`config.mk`:
```
export PLATFORM = sky130hd
export DESIGN_NAME = bepk_div_pipe
export DESIGN_NICKNAME = d
export VERILOG_FILES = /design/src/hw/rtl/brush_eraser_pixel_kernel_core_defines.svh /design/src/hw/rtl/bepk_pkg.sv /design/src/hw/rtl/bepk_div_pipe.sv
export SDC_FILE = /design/constraint.sdc
export NUM_CORES = 1
export LEC_CHECK = 0
export BUFFER_PORTS_ARGS = -buffer_cell sky130_fd_sc_hd__buf_4
export CAP_MARGIN = 25
export CORE_MARGIN = 3
export CORE_UTILIZATION = 62
export CTS_CLUSTER_SIZE = 8
export DETAILED_ROUTE_END_ITERATION = 10
export PLACE_DENSITY_LB_ADDON = 0.3
export SLEW_MARGIN = 25
export SYNTH_ARGS = -nofsm -noshare
export SYNTH_HDL_FRONTEND = slang
export SYNTH_SLANG_ARGS = --single-unit
```
`constraint.sdc`:
```
create_clock -name clk -period 4 [get_ports clk]
set_input_delay 0.2 -clock clk [delete_from_list [all_inputs] [get_ports clk]]
set_output_delay 0.2 -clock clk [all_outputs]
set_load 0.01 [all_outputs]
```
`src/hw/rtl/brush_eraser_pixel_kernel_core_defines.svh`:
```
// Assertion macros used by the eraser kernel core.
`ifndef BRUSH_ERASER_PIXEL_KERNEL_CORE_DEFINES_SVH
`define BRUSH_ERASER_PIXEL_KERNEL_CORE_DEFINES_SVH

// Same-cycle implication, sampled on clk, off while rst is high.
`define BEPK_ASSERT_NOW(name, ante, cons, msg) \
  name: assert property (@(posedge clk) disable iff (rst) (ante) |-> (cons)) \
    else $error(msg);

// Next-cycle implication, sampled on clk, off while rst is high.
`define BEPK_ASSERT_NEXT(name, ante, cons, msg) \
  name: assert property (@(posedge clk) disable iff (rst) (ante) |=> (cons)) \
    else $error(msg);

`endif

```
`src/hw/rtl/bepk_pkg.sv`:
```
// Shared constants and types of the eraser pixel kernel.
package bepk_pkg;

  localparam int FRAC_BITS_DEF = 8;

  localparam int CFG_W     = 9;
  localparam int CFG_IDX_W = 3;
  localparam int OFS_W     = 9;
  localparam int MAG_W     = 9;
  localparam int CH_W      = 8;
  localparam int RADIUS_W  = 8;
  localparam int Q8_W      = 9;
  localparam int Q8_FRAC   = 8;
  localparam int SQ_W      = 17;
  localparam int RSQ_W     = 16;
  localparam int D2_W      = 18;
  localparam int D2_IN_W   = 16;

  localparam int THOUSAND        = 1000;
  localparam int NEAR_ONE_PERMIL = 999;

  localparam logic [Q8_W-1:0] Q8_ONE = Q8_W'(256);

  localparam logic [CFG_IDX_W-1:0] REG_BRUSH_RADIUS   = CFG_IDX_W'(0);
  localparam logic [CFG_IDX_W-1:0] REG_SHAPE_SQUARE   = CFG_IDX_W'(1);
  localparam logic [CFG_IDX_W-1:0] REG_ANTI_ALIAS     = CFG_IDX_W'(2);
  localparam logic [CFG_IDX_W-1:0] REG_HARDNESS       = CFG_IDX_W'(3);
  localparam logic [CFG_IDX_W-1:0] REG_ERASE_STRENGTH = CFG_IDX_W'(4);

  localparam logic [RADIUS_W-1:0] RADIUS_RST   = RADIUS_W'(8);
  localparam logic                SQUARE_RST   = 1'b0;
  localparam logic                AA_RST       = 1'b1;
  localparam logic [Q8_W-1:0]     HARDNESS_RST = Q8_W'(256);
  localparam logic [Q8_W-1:0]     STRENGTH_RST = Q8_W'(256);

  typedef struct packed {
    logic            write_pixel;
    logic [CH_W-1:0] red_out;
    logic [CH_W-1:0] green_out;
    logic [CH_W-1:0] blue_out;
    logic [CH_W-1:0] alpha_out;
  } res_t;

endpackage

```
`src/hw/rtl/bepk_div_pipe.sv`:
```
// Pipelined restoring divider, one quotient bit per register stage.
module bepk_div_pipe import bepk_pkg::*; #(
  parameter int NUM_W  = MAG_W + FRAC_BITS_DEF,
  parameter int DEN_W  = RADIUS_W,
  parameter int Q_W    = FRAC_BITS_DEF + 1,
  parameter int SIDE_W = 1
) (
  input  logic              clk,
  input  logic              rst,
  input  logic              en,
  input  logic              in_valid,
  input  logic [NUM_W-1:0]  in_num,
  input  logic [DEN_W-1:0]  in_den,
  input  logic [SIDE_W-1:0] in_side,
  output logic              out_valid,
  output logic [Q_W-1:0]    out_quo,
  output logic [SIDE_W-1:0] out_side
);

  // quotient is assumed to fit in Q_W bits: num < den << Q_W
  localparam int CMP_W = NUM_W + DEN_W + Q_W;

  logic [NUM_W-1:0]  rem      [Q_W];
  logic [Q_W-1:0]    quo      [Q_W];
  logic [DEN_W-1:0]  den      [Q_W];
  logic [SIDE_W-1:0] side     [Q_W];
  logic [Q_W-1:0]    vld;

  logic [NUM_W-1:0]  rem_next [Q_W];
  logic [Q_W-1:0]    quo_next [Q_W];

  logic [NUM_W-1:0]  rem_p;
  logic [Q_W-1:0]    quo_p;
  logic [DEN_W-1:0]  den_p;
  logic [CMP_W-1:0]  trial;
  logic              take;

  always_comb begin
    for (int j = 0; j < Q_W; j++) begin
      if (j == 0) begin
        rem_p = in_num;
        quo_p = '0;
        den_p = in_den;
      end else begin
        rem_p = rem[j-1];
        quo_p = quo[j-1];
        den_p = den[j-1];
      end
      trial       = CMP_W'(den_p) << (Q_W - 1 - j);
      take        = CMP_W'(rem_p) >= trial;
      rem_next[j] = take ? NUM_W'(CMP_W'(rem_p) - trial) : rem_p;
      quo_next[j] = quo_p;
      quo_next[j][Q_W-1-j] = take;
    end
  end

  always_ff @(posedge clk) begin
    if (rst) begin
      vld <= '0;
    end else if (en) begin
      vld <= {vld[Q_W-2:0], in_valid};
    end
  end

  always_ff @(posedge clk) begin
    if (en) begin
      den[0]  <= in_den;
      side[0] <= in_side;
      for (int j = 0; j < Q_W; j++) begin
        rem[j]  <= rem_next[j];
        quo[j]  <= quo_next[j];
      end
      for (int j = 1; j < Q_W; j++) begin
        den[j]  <= den[j-1];
        side[j] <= side[j-1];
      end
    end
  end

  assign out_valid = vld[Q_W-1];
  assign out_quo   = quo[Q_W-1];
  assign out_side  = side[Q_W-1];

endmodule

```
==> results_dict.tcl <==
set metrics [dict create \
    status "finished, final reports clean" \
    dp.cells 1296 \
    drive_above_1_share_pct 11.49 \
    power_frac_comb_pct 23.1 \
    synth_top_area_share_pct 60.02 \
    initial_core_util_pct 64.24 \
    drt_iter0_drc 576 \
    p_total_uw 8704 \
    drtAntennaViolNets 0 \
    layout_commonest_cell "edfxtp_1" \
    synth_cell_types 66 \
    maxCapViolations 0 \
    synth_edf_count 254 \
    critPathKind "reg2reg" \
    mostFrequentLayoutCells "edfxtp_1 (254), inv_1 (94), nor2_1 (79)" \
    dieHeight_um 149.2 \
    fin_skew_ns 0.01220 \
    routed-via-count 7959 \
    yosys.area.top_type "edfxtp_1" \
    syn_nets 1104 \
    syn-cell-area_sq_um 12710 \
    clockRootBuffer "clkbuf_16" \
    critPathCaptureType "flip-flop" \
    dr.pass1.iters 6 \
    fin_area_sq_um 14570 \
    die_w_um 149.2 \
    ys.warnings.count 0 \
    worstPathArrival_ns 3.30 \
    row_count 51 \
    max_slew_margin_pct 47.71 \
    tightest_slew_ns 0.7844 \
    netlist_top_cells_area "edfxtp_1 (60%), ha_1 (7.1%), inv_1 (2.8%)" \
    die_area_sq_um 22250 \
    gp_congestion 0.9033 \
    fmax_mhz 327.3 \
    grt_max_degree 114 \
    internal_power_uw 6272 \
    seqPwrFrac_pct 45.2 \
    grt_pass1_wl_um 38310 \
    wl_um 23740 \
    antenna_found_initial 0 \
    finalHoldViolations 0 \
    path_clk_slew_ns 0.05 \
    setup_violations 0 \
    clockBufferDepth 3 \
    wire_per_inst_um 17.43 \
    grt_usage_pct 21.70 \
    period_minus_slack_ns 3.056 \
    core_sq_um 19780 \
    synthCells 994 \
    remaining_drc_errors 0 \
    switching_share_pct 27.95 \
    grt-ovfl-total 0 \
    syn_to_final_growth_pct 14.69 \
    synth_flop_cell "edfxtp_1" \
    cp.required_ns 4.24 \
    synth_seq_cells 263 \
    clock-sinks 263 \
    clkPwrFrac_pct 31.7 \
    ir_worst_vdd_v 0.0003292 \
    post_dp_cell_area_sq_um 13370 \
    diodes 0 \
    ff2ff_setup_slack_ns 0.94 \
    cts_setup_buffers 0 \
    startpoint_type "flip-flop" \
    dp_hpwl_um 16200 \
    postSynthAreaPerCell_sq_um 12.78 \
    final.period_utilization_pct 76.39 \
    numCtsBuffers 38 \
    powerDensity_nw_per_um2 597.2 \
    rsz0062_at_grt "no" \
    seq_area_frac_synth_pct 61.44 \
    path_max_fanout 11 \
    htreeDepth 2 \
    finalMaxSlewViolations 0 \
    postSynth.asyncResetShare_pct 0 \
    min_path_type "in2reg" \
    tns_ns 0 \
    ios 41 \
    tritoncts "done" \
    power_leakage_uw 0.005617 \
    clock_latency_ns 0.50 \
    port_buffers 40 \
    grt_pass1_vias 8256 \
    instances_no_fill 1362 \
    nNetsFinal 1200 \
    switchingPower_uw 2433 \
    viasPerCell 5.844 \
]
[layer usage]
layer	share of wire, %	global-route usage [%]	vias to the layer above
met1	35	20.97	3811
li1	-	-	3866
met3	3.7	3.829	75
met5	0	0	-
met4	3.9	9.703	0
met2	57	43.88	207
[state kept, by name (all words and copies together) (netlist names)]
| name | count |
|---|---|
| rem | 136 |
| den | 64 |
| quo | 45 |
| side | 9 |
| vld | 9 |
[power by group through the flow]
| stage | Sequential [uW] | Clock, uW | Combinational [uW] |
|---|---|---|---|
| 3_3_place_gp | 3950 | 0 | 1880 |
| 2_1_floorplan | 3870 | 0 | 1490 |
| 6_report | 3930 | 2760 | 2010 |
| 3_5_place_dp | 3970 | 0 | 1950 |
| 4_1_cts | 3920 | 2810 | 2000 |
| 5_1_grt | 3970 | 2940 | 2220 |
[synthesized netlist by cell type (7+ instances only)]
cell,instances
o21a_1,23
o21ai_1,7
edfxtp_1,254
o31ai_1,7
a211oi_1,7
a21o_1,10
nand3_1,9
dfxtp_1,9
mux2_2,11
xor2_1,36
clkbuf_1,9
o31a_1,10
ha_1,72
o211ai_1,11
nand4_1,7
a21oi_1,53
nand2_1,51
inv_1,94
mux2i_1,10
nor2_1,79
xnor2_1,26
nor4_1,13
o21ai_0,45
nor3_1,20
nor2b_1,15
fa_1,8
nand2b_1,8
[path summary, 6_finish.rpt]
kind / depth (start not counted) / end / startpoint
max: 8 / rem[0][107] / den[0][47]
min: 2 / rem[0][11] / in_num[11]
max reg2reg: 8 / rem[0][107] / den[0][47]
min reg2reg: 0 / quo[8][4] / quo[7][4]
[metrics by stage]
| step | worst slack [ns] | utilization [%] | hold slack [ns] |
|---|---|---|---|
| detailed placement | 0.9524 | 67.60 | 0.3875 |
| floorplan | 1.198 | - | 0.2989 |
| global route | 0.8199 | 73.67 | 0.003978 |
| global placement | 1.034 | 67.60 | 0.3879 |
| finish | 0.9444 | 73.67 | 0.01863 |
| CTS | 0.9380 | 73.67 | 0.0005405 |
[critical path: stages (launching register included)]
cell      delay [ns]
edfxtp_1        0.34
inv_1           0.05
ha_1            0.24
or4_4           0.57
or4_4           0.44
a211o_1         0.32
and3b_1         0.45
buf_4           0.30
o31ai_2         0.09
[layout make-up]
class,count,area (sq um)
clock buffers,46,1002
clock inverters,1,8.758
fillers,1264,5207
inverters,96,360.3
multi-input cells,622,4478
flip-flops and latches,263,7807
well taps,265,331.6
repair buffers,69,585.6
[logic make-up (layout without fill, tap and decap cells)]
logic type,count (synthesis),after routing,synth area share (%)
adder cells (fa/ha/maj),80,80,8.350
multiplexers,23,23,1.940
AND/OR/NAND/NOR,249,249,9.925
flip-flops,263,263,61.44
XOR/XNOR,62,62,4.273
buffers and inverters,109,212,3.417
AO/OA/AOI/OAI,208,208,10.65
[what timing repair did]
action | CTS | global route
hold endpoints to repair | 26 | 0
resized for setup | 0 | 0
hold buffers | 19 | 0
Note: power is estimated with default switching activity, not from simulation.
