**config.mk**
```make
export PLATFORM = sky130hd
export DESIGN_NAME = bepk_skid_flat
export DESIGN_NICKNAME = d
export VERILOG_FILES = /design/src/hw/rtl/brush_eraser_pixel_kernel_core_defines.svh /design/src/hw/rtl/bepk_pkg.sv /design/src/hw/rtl/bepk_if.sv /design/src/hw/rtl/bepk_skid.sv /design/src/flat_wrapper.sv
export SDC_FILE = /design/constraint.sdc
export NUM_CORES = 1
export LEC_CHECK = 0
export BUFFER_PORTS_ARGS = -buffer_cell sky130_fd_sc_hd__buf_2
export CORE_MARGIN = 2
export CORE_UTILIZATION = 46
export DETAILED_ROUTE_END_ITERATION = 8
export GPL_ROUTABILITY_DRIVEN = 1
export GPL_TIMING_DRIVEN = 0
export PLACE_DENSITY = 0.84
export SLEW_MARGIN = 20
export SYNTH_ARGS = -nofsm -noshare
export SYNTH_HDL_FRONTEND = slang
export SYNTH_SLANG_ARGS = --single-unit
export TNS_END_PERCENT = 5
```
**constraint.sdc**
```tcl
create_clock -name clk -period 2.31 [get_ports clk]
set_clock_uncertainty 0.05 [all_clocks]
set_input_delay 0.231 -clock clk [delete_from_list [all_inputs] [get_ports clk]]
set_output_delay 0.231 -clock clk [all_outputs]
set_load 0.1 [all_outputs]
```
**src/hw/rtl/brush_eraser_pixel_kernel_core_defines.svh**
```systemverilog
// Assertion macros used by the eraser kernel core.
`ifndef BRUSH_ERASER_PIXEL_KERNEL_CORE_DEFINES_SVH
`define BRUSH_ERASER_PIXEL_KERNEL_CORE_DEFINES_SVH

// Same-cycle implication, sampled on clk, off while rst is high.
`define BEPK_ASSERT_NOW(name, ante, cons, msg) \
  name: assert property (@(posedge clk) disable iff (rst) (ante) |-> (cons)) \
    else $error(msg);

// Next-cycle implication, sampled on clk, off while rst is high.
`define BEPK_ASSERT_NEXT(name, ante, cons, msg) \
  name: assert property (@(posedge clk) disable iff (rst) (ante) |=> (cons)) \
    else $error(msg);

`endif

```
**src/hw/rtl/bepk_pkg.sv**
```systemverilog
// Shared constants and types of the eraser pixel kernel.
package bepk_pkg;

  localparam int FRAC_BITS_DEF = 8;

  localparam int CFG_W     = 9;
  localparam int CFG_IDX_W = 3;
  localparam int OFS_W     = 9;
  localparam int MAG_W     = 9;
  localparam int CH_W      = 8;
  localparam int RADIUS_W  = 8;
  localparam int Q8_W      = 9;
  localparam int Q8_FRAC   = 8;
  localparam int SQ_W      = 17;
  localparam int RSQ_W     = 16;
  localparam int D2_W      = 18;
  localparam int D2_IN_W   = 16;

  localparam int THOUSAND        = 1000;
  localparam int NEAR_ONE_PERMIL = 999;

  localparam logic [Q8_W-1:0] Q8_ONE = Q8_W'(256);

  localparam logic [CFG_IDX_W-1:0] REG_BRUSH_RADIUS   = CFG_IDX_W'(0);
  localparam logic [CFG_IDX_W-1:0] REG_SHAPE_SQUARE   = CFG_IDX_W'(1);
  localparam logic [CFG_IDX_W-1:0] REG_ANTI_ALIAS     = CFG_IDX_W'(2);
  localparam logic [CFG_IDX_W-1:0] REG_HARDNESS       = CFG_IDX_W'(3);
  localparam logic [CFG_IDX_W-1:0] REG_ERASE_STRENGTH = CFG_IDX_W'(4);

  localparam logic [RADIUS_W-1:0] RADIUS_RST   = RADIUS_W'(8);
  localparam logic                SQUARE_RST   = 1'b0;
  localparam logic                AA_RST       = 1'b1;
  localparam logic [Q8_W-1:0]     HARDNESS_RST = Q8_W'(256);
  localparam logic [Q8_W-1:0]     STRENGTH_RST = Q8_W'(256);

  typedef struct packed {
    logic            write_pixel;
    logic [CH_W-1:0] red_out;
    logic [CH_W-1:0] green_out;
    logic [CH_W-1:0] blue_out;
    logic [CH_W-1:0] alpha_out;
  } res_t;

endpackage

```
**src/hw/rtl/bepk_if.sv**
```systemverilog


interface bepk_res_if import bepk_pkg::*; ();
  logic            valid;
  logic            ready;
  logic            write_pixel;
  logic [CH_W-1:0] red_out;
  logic [CH_W-1:0] green_out;
  logic [CH_W-1:0] blue_out;
  logic [CH_W-1:0] alpha_out;

  modport source (output valid, write_pixel, red_out, green_out, blue_out, alpha_out,
                  input ready);
  modport sink (input valid, write_pixel, red_out, green_out, blue_out, alpha_out,
                output ready);
endinterface

```
**src/hw/rtl/bepk_skid.sv**
```systemverilog
// Output register with one skid entry; decouples pipeline advance from res.ready.
module bepk_skid import bepk_pkg::*; (
  input  logic       clk,
  input  logic       rst,
  input  logic       up_valid,
  input  res_t       up_data,
  output logic       up_ready,
  bepk_res_if.source res
);

  logic out_valid;
  res_t out_data;
  logic skid_valid;
  res_t skid_data;
  logic drain;

  assign drain    = !out_valid || res.ready;
  assign up_ready = !skid_valid;

  always_ff @(posedge clk) begin
    if (rst) begin
      out_valid  <= 1'b0;
      skid_valid <= 1'b0;
    end else if (drain) begin
      if (skid_valid) begin
        out_valid  <= 1'b1;
        skid_valid <= 1'b0;
      end else begin
        out_valid <= up_valid;
      end
    end else if (up_valid && !skid_valid) begin
      // output is stalled: park the incoming beat
      skid_valid <= 1'b1;
    end
  end

  always_ff @(posedge clk) begin
    if (drain) begin
      out_data <= skid_valid ? skid_data : up_data;
    end else if (!skid_valid) begin
      skid_data <= up_data;
    end
  end

  assign res.valid       = out_valid;
  assign res.write_pixel = out_data.write_pixel;
  assign res.red_out     = out_data.red_out;
  assign res.green_out   = out_data.green_out;
  assign res.blue_out    = out_data.blue_out;
  assign res.alpha_out   = out_data.alpha_out;

endmodule
```
**src/flat_wrapper.sv**
```systemverilog
// flat-port wrapper written by rule: the top's interface ports become plain ports
module bepk_skid_flat import bepk_pkg::*;
  (clk, rst, up_valid, up_data, up_ready, res_valid, res_write_pixel, res_red_out, res_green_out, res_blue_out, res_alpha_out, res_ready);
  bepk_res_if res_i ();
  input  logic clk;
  input  logic rst;
  input  logic up_valid;
  input  res_t up_data;
  output logic up_ready;
  output wire logic [$bits(res_i.valid)-1:0] res_valid;
  output wire logic [$bits(res_i.write_pixel)-1:0] res_write_pixel;
  output wire logic [$bits(res_i.red_out)-1:0] res_red_out;
  output wire logic [$bits(res_i.green_out)-1:0] res_green_out;
  output wire logic [$bits(res_i.blue_out)-1:0] res_blue_out;
  output wire logic [$bits(res_i.alpha_out)-1:0] res_alpha_out;
  input wire logic [$bits(res_i.ready)-1:0] res_ready;
  assign res_valid = res_i.valid;
  assign res_write_pixel = res_i.write_pixel;
  assign res_red_out = res_i.red_out;
  assign res_green_out = res_i.green_out;
  assign res_blue_out = res_i.blue_out;
  assign res_alpha_out = res_i.alpha_out;
  assign res_i.ready = res_ready;
  bepk_skid u_core (.clk(clk), .rst(rst), .up_valid(up_valid), .up_data(up_data), .up_ready(up_ready), .res(res_i));
endmodule
```
==> impl.org <==
** Worst setup path
- The worst setup path is captured at a register.
- Critical Path, Cell by Cell :: nand2b_4 > clkinvlp_4
- Timing startpoint of the critical path :: u_core.res.valid
- Worst setup path category :: register to register
- Crit-path max FO :: 36
- The cell family contributing the most delay on the critical path is buffers and inverters.
- STA puts the critical path data required time at 2.11 ns.
- Count of buffer and inverter cells on the critical path :: 1
- STA puts the critical path data arrival time at 1.83 ns.
- Critical path's slowest cell :: clkinvlp_4
- Slowest cell delay on critical path :: 0.77 ns
- Critical path startpoint category :: register
- Launch instance of the worst register-to-register path :: u_core.res.valid

** Cells and area
- Area overhead of the layout relative to synthesis :: 27.22%
- Layout net count :: 231
- 0 antenna diodes ended up in the layout.
- After routing the design area is 3304 sq um.
- Share of final-layout standard cells stronger than drive strength 1 :: 63.32%

** Job
- Number of maximum-capacitance constraint violations :: 0

** Route
- Drt first pass iters :: 4
- Remaining antenna violation count :: 0
- After detailed routing, the total wire length is 4094 microns.
- After detailed routing, the number of vias per cell comes to 4.579.
- In the routed design, unresolved DRC markers number 0.
- After the first detailed-routing iteration, the DRC count stood at 69.
- In the final routed layout, each cell accounts on average for 15.11 microns.
- Detailed-route via count :: 1241

** Power
- Across the VDD grid, the largest voltage drop is 0.4812 mV.
- Power density of the placed cells :: 942.9 nW/um^2
- Leak Pwr :: 0.001316 uW
- Power after layout :: 3116 uW

** Yosys
- The number of different library cells used by synthesis comes to 11.
- The number of nets in the synthesized netlist is 148.
- Syn_area_per_cell :: 23.40 sq um
- Sequential elements use 77.84% of the synthesized area.
- Cell area after technology mapping :: 2597 sq um
- In this run, synthesis produced a sequential element count of 68.
- In the synthesized netlist, the number of instances is 111.
- Yosys warning total :: 0

** Min path
- In this run the worst hold path is classified as input pin to register.
- Critical hold path startpoint :: up_valid

** Global route
- Maximum number of pins on one net before global-route repair :: 37
- Global routing usage summed across all routing layers :: 13.84%
- Vias in the first global route :: 1211
- Residual overflow from global routing :: 0
- Initial antenna violation count :: 0
- The first global-routing pass estimated 6265 microns of wire.

** Run status
- The run finished with clean final reports.

** Timing
- Max transition margin :: 51.34%
- Tightest Pin Transition :: 0.7283 ns
- After layout, the minimum clock period comes to 2.037 ns.
- Setup violations remaining at the end of the flow were counted as 0.
- After routing, the total negative slack on setup checks comes to 0 ns.
- Final Max Slew Viols :: 0
- The number of failing hold endpoints at the final stage came to 0.
- Setup repair after global routing missed its margin :: no
- Static timing analysis puts the maximum clock frequency at 490.9 MHz.
- Final period utilization :: 88.18%

** Clock network
- Clock-pin slew on the worst setup and hold paths :: 0.07 ns
- Clock insertion delay at the later pin of the skew report :: 0.32 ns
- Longest Clk Path Bufs :: 2
- Clock tree synthesis inserted a total of 9 buffers.
- The tree is rooted in a clkbuf_8.
- TritonCTS built the clock tree.
- CTS built an H-tree with a depth of 3.
- The clock drives 68 sinks.
- Post-CTS setup buffer count :: 0

** Floorplanning
- Measured along the y axis, the die boundary spans 79.15 microns.
- Width of the die :: 79.15 microns
- Initial core utilization :: 47.46%
- Num ports :: 72
- Placeable core area :: 5473 sq um
- The floorplan step defined a die boundary enclosing 6264 sq um.
- After floorplanning, the core was divided into 27 placement rows.

** Placement
- Count of port buffers added during placement :: 71
- Post-DP HPWL :: 2630 microns
- Last weighted congestion value of the routability-driven placer :: 0.6626
- In this run the cell area measured after placement is 3050 sq um.
## layout by cell type (no fill, tap or decap), types with 2 or more instances in the layout
master / netlist / routed
buf_12: 3 / 3
buf_2: 0 / 71
bufinv_16: 0 / 3
clkbuf_8: 0 / 9
clkinvlp_4: 0 / 2
edfxtp_1: 66 / 66
mux2_2: 5 / 5
mux2_4: 28 / 28
## through the flow
stage	utilization (%)	setup WS, ns	instances	hold WS (ns)
3_5_place_dp	55.74	-0.3209	254	0.3486
3_3_place_gp	55.74	-0.3258	254	0.3438
2_1_floorplan	-	0.1166	111	0.2427
4_1_cts	60.38	0.2023	271	0.1203
6_report	60.38	0.2730	271	0.1274
5_1_grt	60.38	0.08234	271	0.1515
## final timing paths
kind	end	slack (ns)	depth (start not counted)
setup / recovery	u_core.skid_data[16]	0.27	2
hold / removal	u_core.skid_valid	0.13	3
setup reg to reg	u_core.skid_data[16]	0.27	2
hold reg to reg	u_core.skid_data[1]	0.52	1
## cells in the mapped netlist
cell type  count  area share, %
inv_1          2           0.29
a21oi_1        1           0.19
edfxtp_1      66             76
nor2_1         1           0.14
mux2_4        28             16
buf_12         3            2.3
nand2b_1       1           0.24
nor3_1         1           0.19
mux2_2         5            2.2
buf_6          1           0.43
dfxtp_1        2            1.5
## cells by family after synthesis
group,synth area share [%]
AO/OA/AOI/OAI,0.1925
buffers and inverters,3.035
flip-flops,77.84
multiplexers,18.35
AND/OR/NAND/NOR,0.5779
## worst min-delay path, delay by kind of cell
family | cells | cell delay, ns
buf+inv | 1 | 0.07
simple gates | 2 | 0.15
## cell type report
type	instances	area, sq um
Fill cell	419	2168
Sequential cell	68	2023
Multi-Input combinational cell	37	504.2
Timing Repair Buffer	72	365.4
Clock buffer	9	123.9
Clock inverter	7	115.1
Tap cell	72	90.09
Buffer	4	71.32
Inverter	2	11.26
## routing by layer
layer	wire, microns	share of wire [%]	global-route usage, %
met3	240	5.9	4.205
met1	1880	46	19.55
met5	0	0	0
met2	1912	47	19.49
met4	61	1.5	6.897
## where the power goes
group | total [uW] | switching, uW | internal [uW]
Combinational | 524 | 418 | 106
Clock | 1140 | 426 | 713
Sequential | 1450 | 17.8 | 1440
## registers in the layout (all words and copies together), names as in the netlist
name and flops:
u_core.res.alpha_out 8, u_core.skid_data 33, u_core.res.red_out 8, u_core.res.write_pixel 1, u_core.res.green_out 8, u_core.res.valid 1, u_core.res.blue_out 8, u_core.skid_valid 1
## timing repair
| action | 4_1_cts | 5_1_grt |
|---|---|---|
| hold buffers | 1 | 0 |
| setup endpoints to repair | 33 | 0 |
| endpoints found under the hold margin | 1 | 0 |
| resized for setup | 1 | 0 |
No activity file was read; power rests on OpenSTA's default activity.
