[config.mk]
export PLATFORM = sky130hd
export DESIGN_NAME = bepk_sqrt_pipe
export DESIGN_NICKNAME = d
export VERILOG_FILES = /design/src/hw/rtl/brush_eraser_pixel_kernel_core_defines.svh /design/src/hw/rtl/bepk_pkg.sv /design/src/hw/rtl/bepk_sqrt_pipe.sv
export SDC_FILE = /design/constraint.sdc
export NUM_CORES = 1
export LEC_CHECK = 0
export ABC_AREA = 1
export ABC_CLOCK_PERIOD_IN_PS = 2200
export BUFFER_PORTS_ARGS = -buffer_cell sky130_fd_sc_hd__buf_4
export CAP_MARGIN = 20
export CORE_MARGIN = 2
export CORE_UTILIZATION = 60
export CTS_CLUSTER_DIAMETER = 50
export CTS_CLUSTER_SIZE = 8
export DETAILED_ROUTE_END_ITERATION = 12
export PLACE_DENSITY = 0.85
export RECOVER_POWER = 25
export SLEW_MARGIN = 20
export SYNTH_ARGS = -nofsm -noshare
export SYNTH_HDL_FRONTEND = slang
export SYNTH_SLANG_ARGS = --single-unit
[constraint.sdc]
create_clock -name clk -period 2.2 [get_ports clk]
set_input_delay 0.44 -clock clk [delete_from_list [all_inputs] [get_ports clk]]
set_output_delay 0.44 -clock clk [all_outputs]
set_load 0.01 [all_outputs]
[src/hw/rtl/brush_eraser_pixel_kernel_core_defines.svh]
// Assertion macros used by the eraser kernel core.
`ifndef BRUSH_ERASER_PIXEL_KERNEL_CORE_DEFINES_SVH
`define BRUSH_ERASER_PIXEL_KERNEL_CORE_DEFINES_SVH

// Same-cycle implication, sampled on clk, off while rst is high.
`define BEPK_ASSERT_NOW(name, ante, cons, msg) \
  name: assert property (@(posedge clk) disable iff (rst) (ante) |-> (cons)) \
    else $error(msg);

// Next-cycle implication, sampled on clk, off while rst is high.
`define BEPK_ASSERT_NEXT(name, ante, cons, msg) \
  name: assert property (@(posedge clk) disable iff (rst) (ante) |=> (cons)) \
    else $error(msg);

`endif

[src/hw/rtl/bepk_pkg.sv]
// Shared constants and types of the eraser pixel kernel.
package bepk_pkg;

  localparam int FRAC_BITS_DEF = 8;

  localparam int CFG_W     = 9;
  localparam int CFG_IDX_W = 3;
  localparam int OFS_W     = 9;
  localparam int MAG_W     = 9;
  localparam int CH_W      = 8;
  localparam int RADIUS_W  = 8;
  localparam int Q8_W      = 9;
  localparam int Q8_FRAC   = 8;
  localparam int SQ_W      = 17;
  localparam int RSQ_W     = 16;
  localparam int D2_W      = 18;
  localparam int D2_IN_W   = 16;

  localparam int THOUSAND        = 1000;
  localparam int NEAR_ONE_PERMIL = 999;

  localparam logic [Q8_W-1:0] Q8_ONE = Q8_W'(256);

  localparam logic [CFG_IDX_W-1:0] REG_BRUSH_RADIUS   = CFG_IDX_W'(0);
  localparam logic [CFG_IDX_W-1:0] REG_SHAPE_SQUARE   = CFG_IDX_W'(1);
  localparam logic [CFG_IDX_W-1:0] REG_ANTI_ALIAS     = CFG_IDX_W'(2);
  localparam logic [CFG_IDX_W-1:0] REG_HARDNESS       = CFG_IDX_W'(3);
  localparam logic [CFG_IDX_W-1:0] REG_ERASE_STRENGTH = CFG_IDX_W'(4);

  localparam logic [RADIUS_W-1:0] RADIUS_RST   = RADIUS_W'(8);
  localparam logic                SQUARE_RST   = 1'b0;
  localparam logic                AA_RST       = 1'b1;
  localparam logic [Q8_W-1:0]     HARDNESS_RST = Q8_W'(256);
  localparam logic [Q8_W-1:0]     STRENGTH_RST = Q8_W'(256);

  typedef struct packed {
    logic            write_pixel;
    logic [CH_W-1:0] red_out;
    logic [CH_W-1:0] green_out;
    logic [CH_W-1:0] blue_out;
    logic [CH_W-1:0] alpha_out;
  } res_t;

endpackage

[src/hw/rtl/bepk_sqrt_pipe.sv]
// Pipelined integer square root, one root bit per register stage.
module bepk_sqrt_pipe import bepk_pkg::*; #(
  parameter int RAD_W  = D2_IN_W + 2 * FRAC_BITS_DEF,
  parameter int SIDE_W = 1,
  localparam int RES_W = RAD_W / 2
) (
  input  logic              clk,
  input  logic              rst,
  input  logic              en,
  input  logic              in_valid,
  input  logic [RAD_W-1:0]  in_rad,
  input  logic [SIDE_W-1:0] in_side,
  output logic              out_valid,
  output logic [RES_W-1:0]  out_root,
  output logic [SIDE_W-1:0] out_side
);

  localparam int RM_W = RES_W + 2;

  logic [RM_W-1:0]   rem      [RES_W];
  logic [RES_W-1:0]  root     [RES_W];
  logic [RAD_W-1:0]  rad      [RES_W];
  logic [SIDE_W-1:0] side     [RES_W];
  logic [RES_W-1:0]  vld;

  logic [RM_W-1:0]   rem_next [RES_W];
  logic [RES_W-1:0]  root_next[RES_W];
  logic [RAD_W-1:0]  rad_next [RES_W];

  logic [RM_W-1:0]   rem_p;
  logic [RES_W-1:0]  root_p;
  logic [RAD_W-1:0]  rad_p;
  logic [RM_W-1:0]   cand;
  logic [RM_W-1:0]   test;
  logic              take;

  always_comb begin
    for (int k = 0; k < RES_W; k++) begin
      if (k == 0) begin
        rem_p  = '0;
        root_p = '0;
        rad_p  = in_rad;
      end else begin
        rem_p  = rem[k-1];
        root_p = root[k-1];
        rad_p  = rad[k-1];
      end
      // bring down the next two radicand bits, try (4*root + 1)
      cand         = {rem_p[RM_W-3:0], rad_p[RAD_W-1 -: 2]};
      test         = {root_p, 2'b01};
      take         = cand >= test;
      rem_next[k]  = take ? cand - test : cand;
      root_next[k] = {root_p[RES_W-2:0], take};
      rad_next[k]  = rad_p << 2;
    end
  end

  always_ff @(posedge clk) begin
    if (rst) begin
      vld <= '0;
    end else if (en) begin
      vld <= {vld[RES_W-2:0], in_valid};
    end
  end

  always_ff @(posedge clk) begin
    if (en) begin
      side[0] <= in_side;
      for (int k = 0; k < RES_W; k++) begin
        rem[k]  <= rem_next[k];
        root[k] <= root_next[k];
        rad[k]  <= rad_next[k];
      end
      for (int k = 1; k < RES_W; k++) begin
        side[k] <= side[k-1];
      end
    end
  end

  assign out_valid = vld[RES_W-1];
  assign out_root  = root[RES_W-1];
  assign out_side  = side[RES_W-1];

endmodule

==> flow_summary.ini <==
[critical_path]
critical_path.startpoint = rem[0][108]
cp-start-kind = flop
path_max_fanout = 8
cp_num_buf_inv = 1
library_cell_contributing_the_largest_single_delay_on_the_critical_path = sky130_fd_sc_hd__ha_2
data_required_time_at_the_worst_endpoint_ps = 2560
startpoint_of_the_worst_register_to_register_path = rem[0][108]
path_class = reg -> reg
max_stage_delay_on_crit_path_ps = 420
timing.critical_path.to_type = flop
crit_chain = ha_2 > nand2_1 > nor2_1 > nor2_4 > o21bai_4 > nand2_2 > nand3_4 > buf_4 > o21ai_0
cp.arrival_ps = 2480
cpLargestDelayFamily = simple AND/OR/NAND/NOR gates

[clock_tree]
clock_tree.root_cell = sky130_fd_sc_hd__clkbuf_16
clockBufferDepth = 3
worst_skew_pair.late_latency_ps = 660
cts.sinks = 632
cts_made_buffers = 91
clock_tree_from_tritoncts = built
clk_transition_reported_paths_ps = 50
htree_levels = 3

[sta]
fmax_mhz = 471.3
normalized_max_slew_margin_pct = -9.812
clock-skew-final_ps = 48.84
report.final.slew_viol_count = 33
tns_ps = 0
final-hold-violation-count = 0
fin_crit_ps = 2122
final_hold_slack_ps = 72.11
setup_viol = 0
max_slew.worst_pin.slew_ps = 1647
fin_crit_sh_pct = 96.44

[floorplanning]
dieArea_um2 = 55750
placementRows = 85
fp.coreArea_um2 = 53500
effective_utilization_at_floorplan_pct = 60.43
die-width_um = 236.1
die_h_um = 236.1
ioPinCount = 55

[yosys]
synth-warning-count = 0
number_of_synthesized_register_bits = 632
synthesis.nets = 3564
synth_flop_cell = sky130_fd_sc_hd__edfxtp_1
syn-cell-area_um2 = 32330
async_set_reset_flop_share_out_of_synthesis_pct = 0
synth.lib_cells_used.distinct = 46
synth.avg_cell_area_um2 = 9.579
gate_count_after_technology_mapping = 3375
edff_count_synth = 616
yosysSeqAreaShare_pct = 58.21

[route]
drt.antenna.violating_nets = 0
drc = 0
drt_pre_antenna_iters = 8
drt-initial-drc-count = 1997
drt-vias-per-instance = 5.293
avgRoutedWirePerCell_um = 15.82
routed_wl_um = 68570
vias = 22940

[pwr]
vdd_ir_drop_max_mv = 0.8949
power_frac_comb_pct = 18.2
total_switching_power_uw = 9667
power.density_nw_per_um2 = 921.9
clkPwrFrac_pct = 36.9
pwr-share-seq_pct = 45.0
power_uw = 34390
cellLeakagePower_uw = 0.01687
p_int_uw = 24720
switching_share_pct = 28.11

[placed_design]
gp_congestion = 0.9232
place.detailed.hpwl_um = 48000
port_buffers = 54
placed_cells_incl_taps = 4168

[run]
drv_cap = 1

[cells_and_area]
diodes = 0
final_cell_count_no_fill = 4334
share_of_cells_above_drive_strength_1_pct = 10.39
area_growth_syn_to_layout_pct = 15.39
most_common_cell_after_layout_fill_and_taps_aside = sky130_fd_sc_hd__nand2_1
final_net_count = 3795
mostFrequentLayoutCells = sky130_fd_sc_hd__nand2_1, sky130_fd_sc_hd__edfxtp_1, sky130_fd_sc_hd__inv_1, sky130_fd_sc_hd__nand3_1, sky130_fd_sc_hd__nor2_1

[grt]
grt_pass1_vias = 22290
grt_first_pass_wirelength_um = 109600
globalRouteTotalUtil_pct = 24.60
overflow = 0
antenna_found_initial = 0
grt_max_degree = 87

[worst_hold_path]
hold_startpoint = rst
timing.hold.worst.class = in -> reg

[status]
failed_checks = max-capacitance violations, max-slew violations
run_status = finished with violations
-- Yosys cell counts, types with 3 or more instances --
cell type / n / area [um2]
sky130_fd_sc_hd__inv_1: 578 / 2170
sky130_fd_sc_hd__dfxtp_1: 16 / 320.3
sky130_fd_sc_hd__o21ai_2: 3 / 26.28
sky130_fd_sc_hd__nor2_1: 202 / 758.2
sky130_fd_sc_hd__buf_4: 21 / 157.7
sky130_fd_sc_hd__ha_1: 152 / 1902
sky130_fd_sc_hd__or2_2: 10 / 62.56
sky130_fd_sc_hd__xor2_1: 57 / 499.2
sky130_fd_sc_hd__nand3b_1: 24 / 180.2
sky130_fd_sc_hd__nor2_4: 3 / 33.78
sky130_fd_sc_hd__nand3_2: 10 / 100.1
sky130_fd_sc_hd__nor2_2: 15 / 93.84
sky130_fd_sc_hd__nand4_1: 50 / 312.8
sky130_fd_sc_hd__clkbuf_1: 4 / 15.01
sky130_fd_sc_hd__nor3_1: 33 / 165.2
sky130_fd_sc_hd__o21a_1: 4 / 30.03
sky130_fd_sc_hd__a21oi_2: 21 / 183.9
sky130_fd_sc_hd__nand2_2: 18 / 112.6
sky130_fd_sc_hd__and3_1: 5 / 31.28
sky130_fd_sc_hd__edfxtp_1: 616 / 18500
sky130_fd_sc_hd__xnor2_1: 27 / 236.5
sky130_fd_sc_hd__buf_6: 15 / 168.9
sky130_fd_sc_hd__inv_4: 3 / 18.77
sky130_fd_sc_hd__nand2_4: 7 / 78.83
sky130_fd_sc_hd__inv_2: 9 / 33.78
sky130_fd_sc_hd__o21bai_1: 6 / 45.04
sky130_fd_sc_hd__buf_2: 3 / 15.01
sky130_fd_sc_hd__o21ai_0: 47 / 235.2
sky130_fd_sc_hd__o21ai_1: 18 / 90.09
sky130_fd_sc_hd__nand3_1: 205 / 1026
sky130_fd_sc_hd__nand2_1: 1060 / 3979
sky130_fd_sc_hd__a21oi_1: 108 / 540.5
sky130_fd_sc_hd__and2_1: 9 / 56.30
-- per-stage QoR --
step,setup slack (ps),instance area (um2),util (%)
after floorplan,385.0,32330,-
after global placement,-17.70,34100,63.74
after detailed placement,24.39,34100,63.74
after CTS,2.661,37040,69.23
after global routing,-12.12,37300,69.73
final,78.31,37300,69.73
-- flip-flops by register name, summed over array words and instances, names as in the netlist --
register and flops:
rad 240, side 16, root 136, rem 224, vld 16
-- path summary, 6_finish.rpt --
check                     end  slack (ps)  cells past startpoint
hold / removal         vld[3]          70                      2
setup / recovery  rem[0][127]          80                      9
setup reg to reg  rem[0][127]          80                      9
hold reg to reg   rad[0][239]         400                      0
-- layer usage --
metal	share of wire, %	vias up	track usage, %
met2	48	760	41.99
met4	3.2	0	9.824
met3	6.1	169	3.803
met5	0	-	0
met1	42	10580	31.67
li1	-	11440	-
-- power by group through the flow --
stage / combinational, uW / sequential, uW / clock, uW
final: 6240 / 15500 / 12700
after global routing: 7030 / 15600 / 13500
after CTS: 6000 / 15400 / 12900
after detailed placement: 5880 / 15700 / 0
after global placement: 5780 / 15600 / 0
after floorplan: 4310 / 15300 / 0
-- final cells by class --
class | count | area [um2]
inverters | 590 | 2227
fillers | 3813 | 16190
flip-flops and latches | 632 | 18820
repair buffers | 182 | 1608
well taps | 696 | 870.8
multi-input cells | 2109 | 11160
clock inverters | 13 | 264.0
clock buffers | 112 | 2356
-- cells by family after synthesis --
| logic type | after synthesis | share of synthesized area [%] |
|---|---|---|
| and+or+nand+nor | 1657 | 21.79 |
| buffers and inverters | 635 | 8.035 |
| DFF | 632 | 58.21 |
| AOI/OAI and AO/OA | 214 | 3.793 |
| adders and majority gates | 152 | 5.883 |
| xor gates and xnor gates | 84 | 2.276 |
| other | 1 | 0.01160 |
-- what timing repair did --
item,in CTS,in global routing
setup buffers,0,9
setup endpoints to repair,9,98
pin swaps,0,4
hold buffers,31,0
resized for setup,2,39
gates cloned,0,1
endpoints found under the hold margin,31,0
-- worst reg2reg max path: cells and delay by family (launching register included) --
family	cells	cell delay, ps
flops	1	400
compound gates	2	280
fa+ha+maj	1	420
buf+inv	1	180
simple gates	5	570
Power figures use the tool's default switching activity.
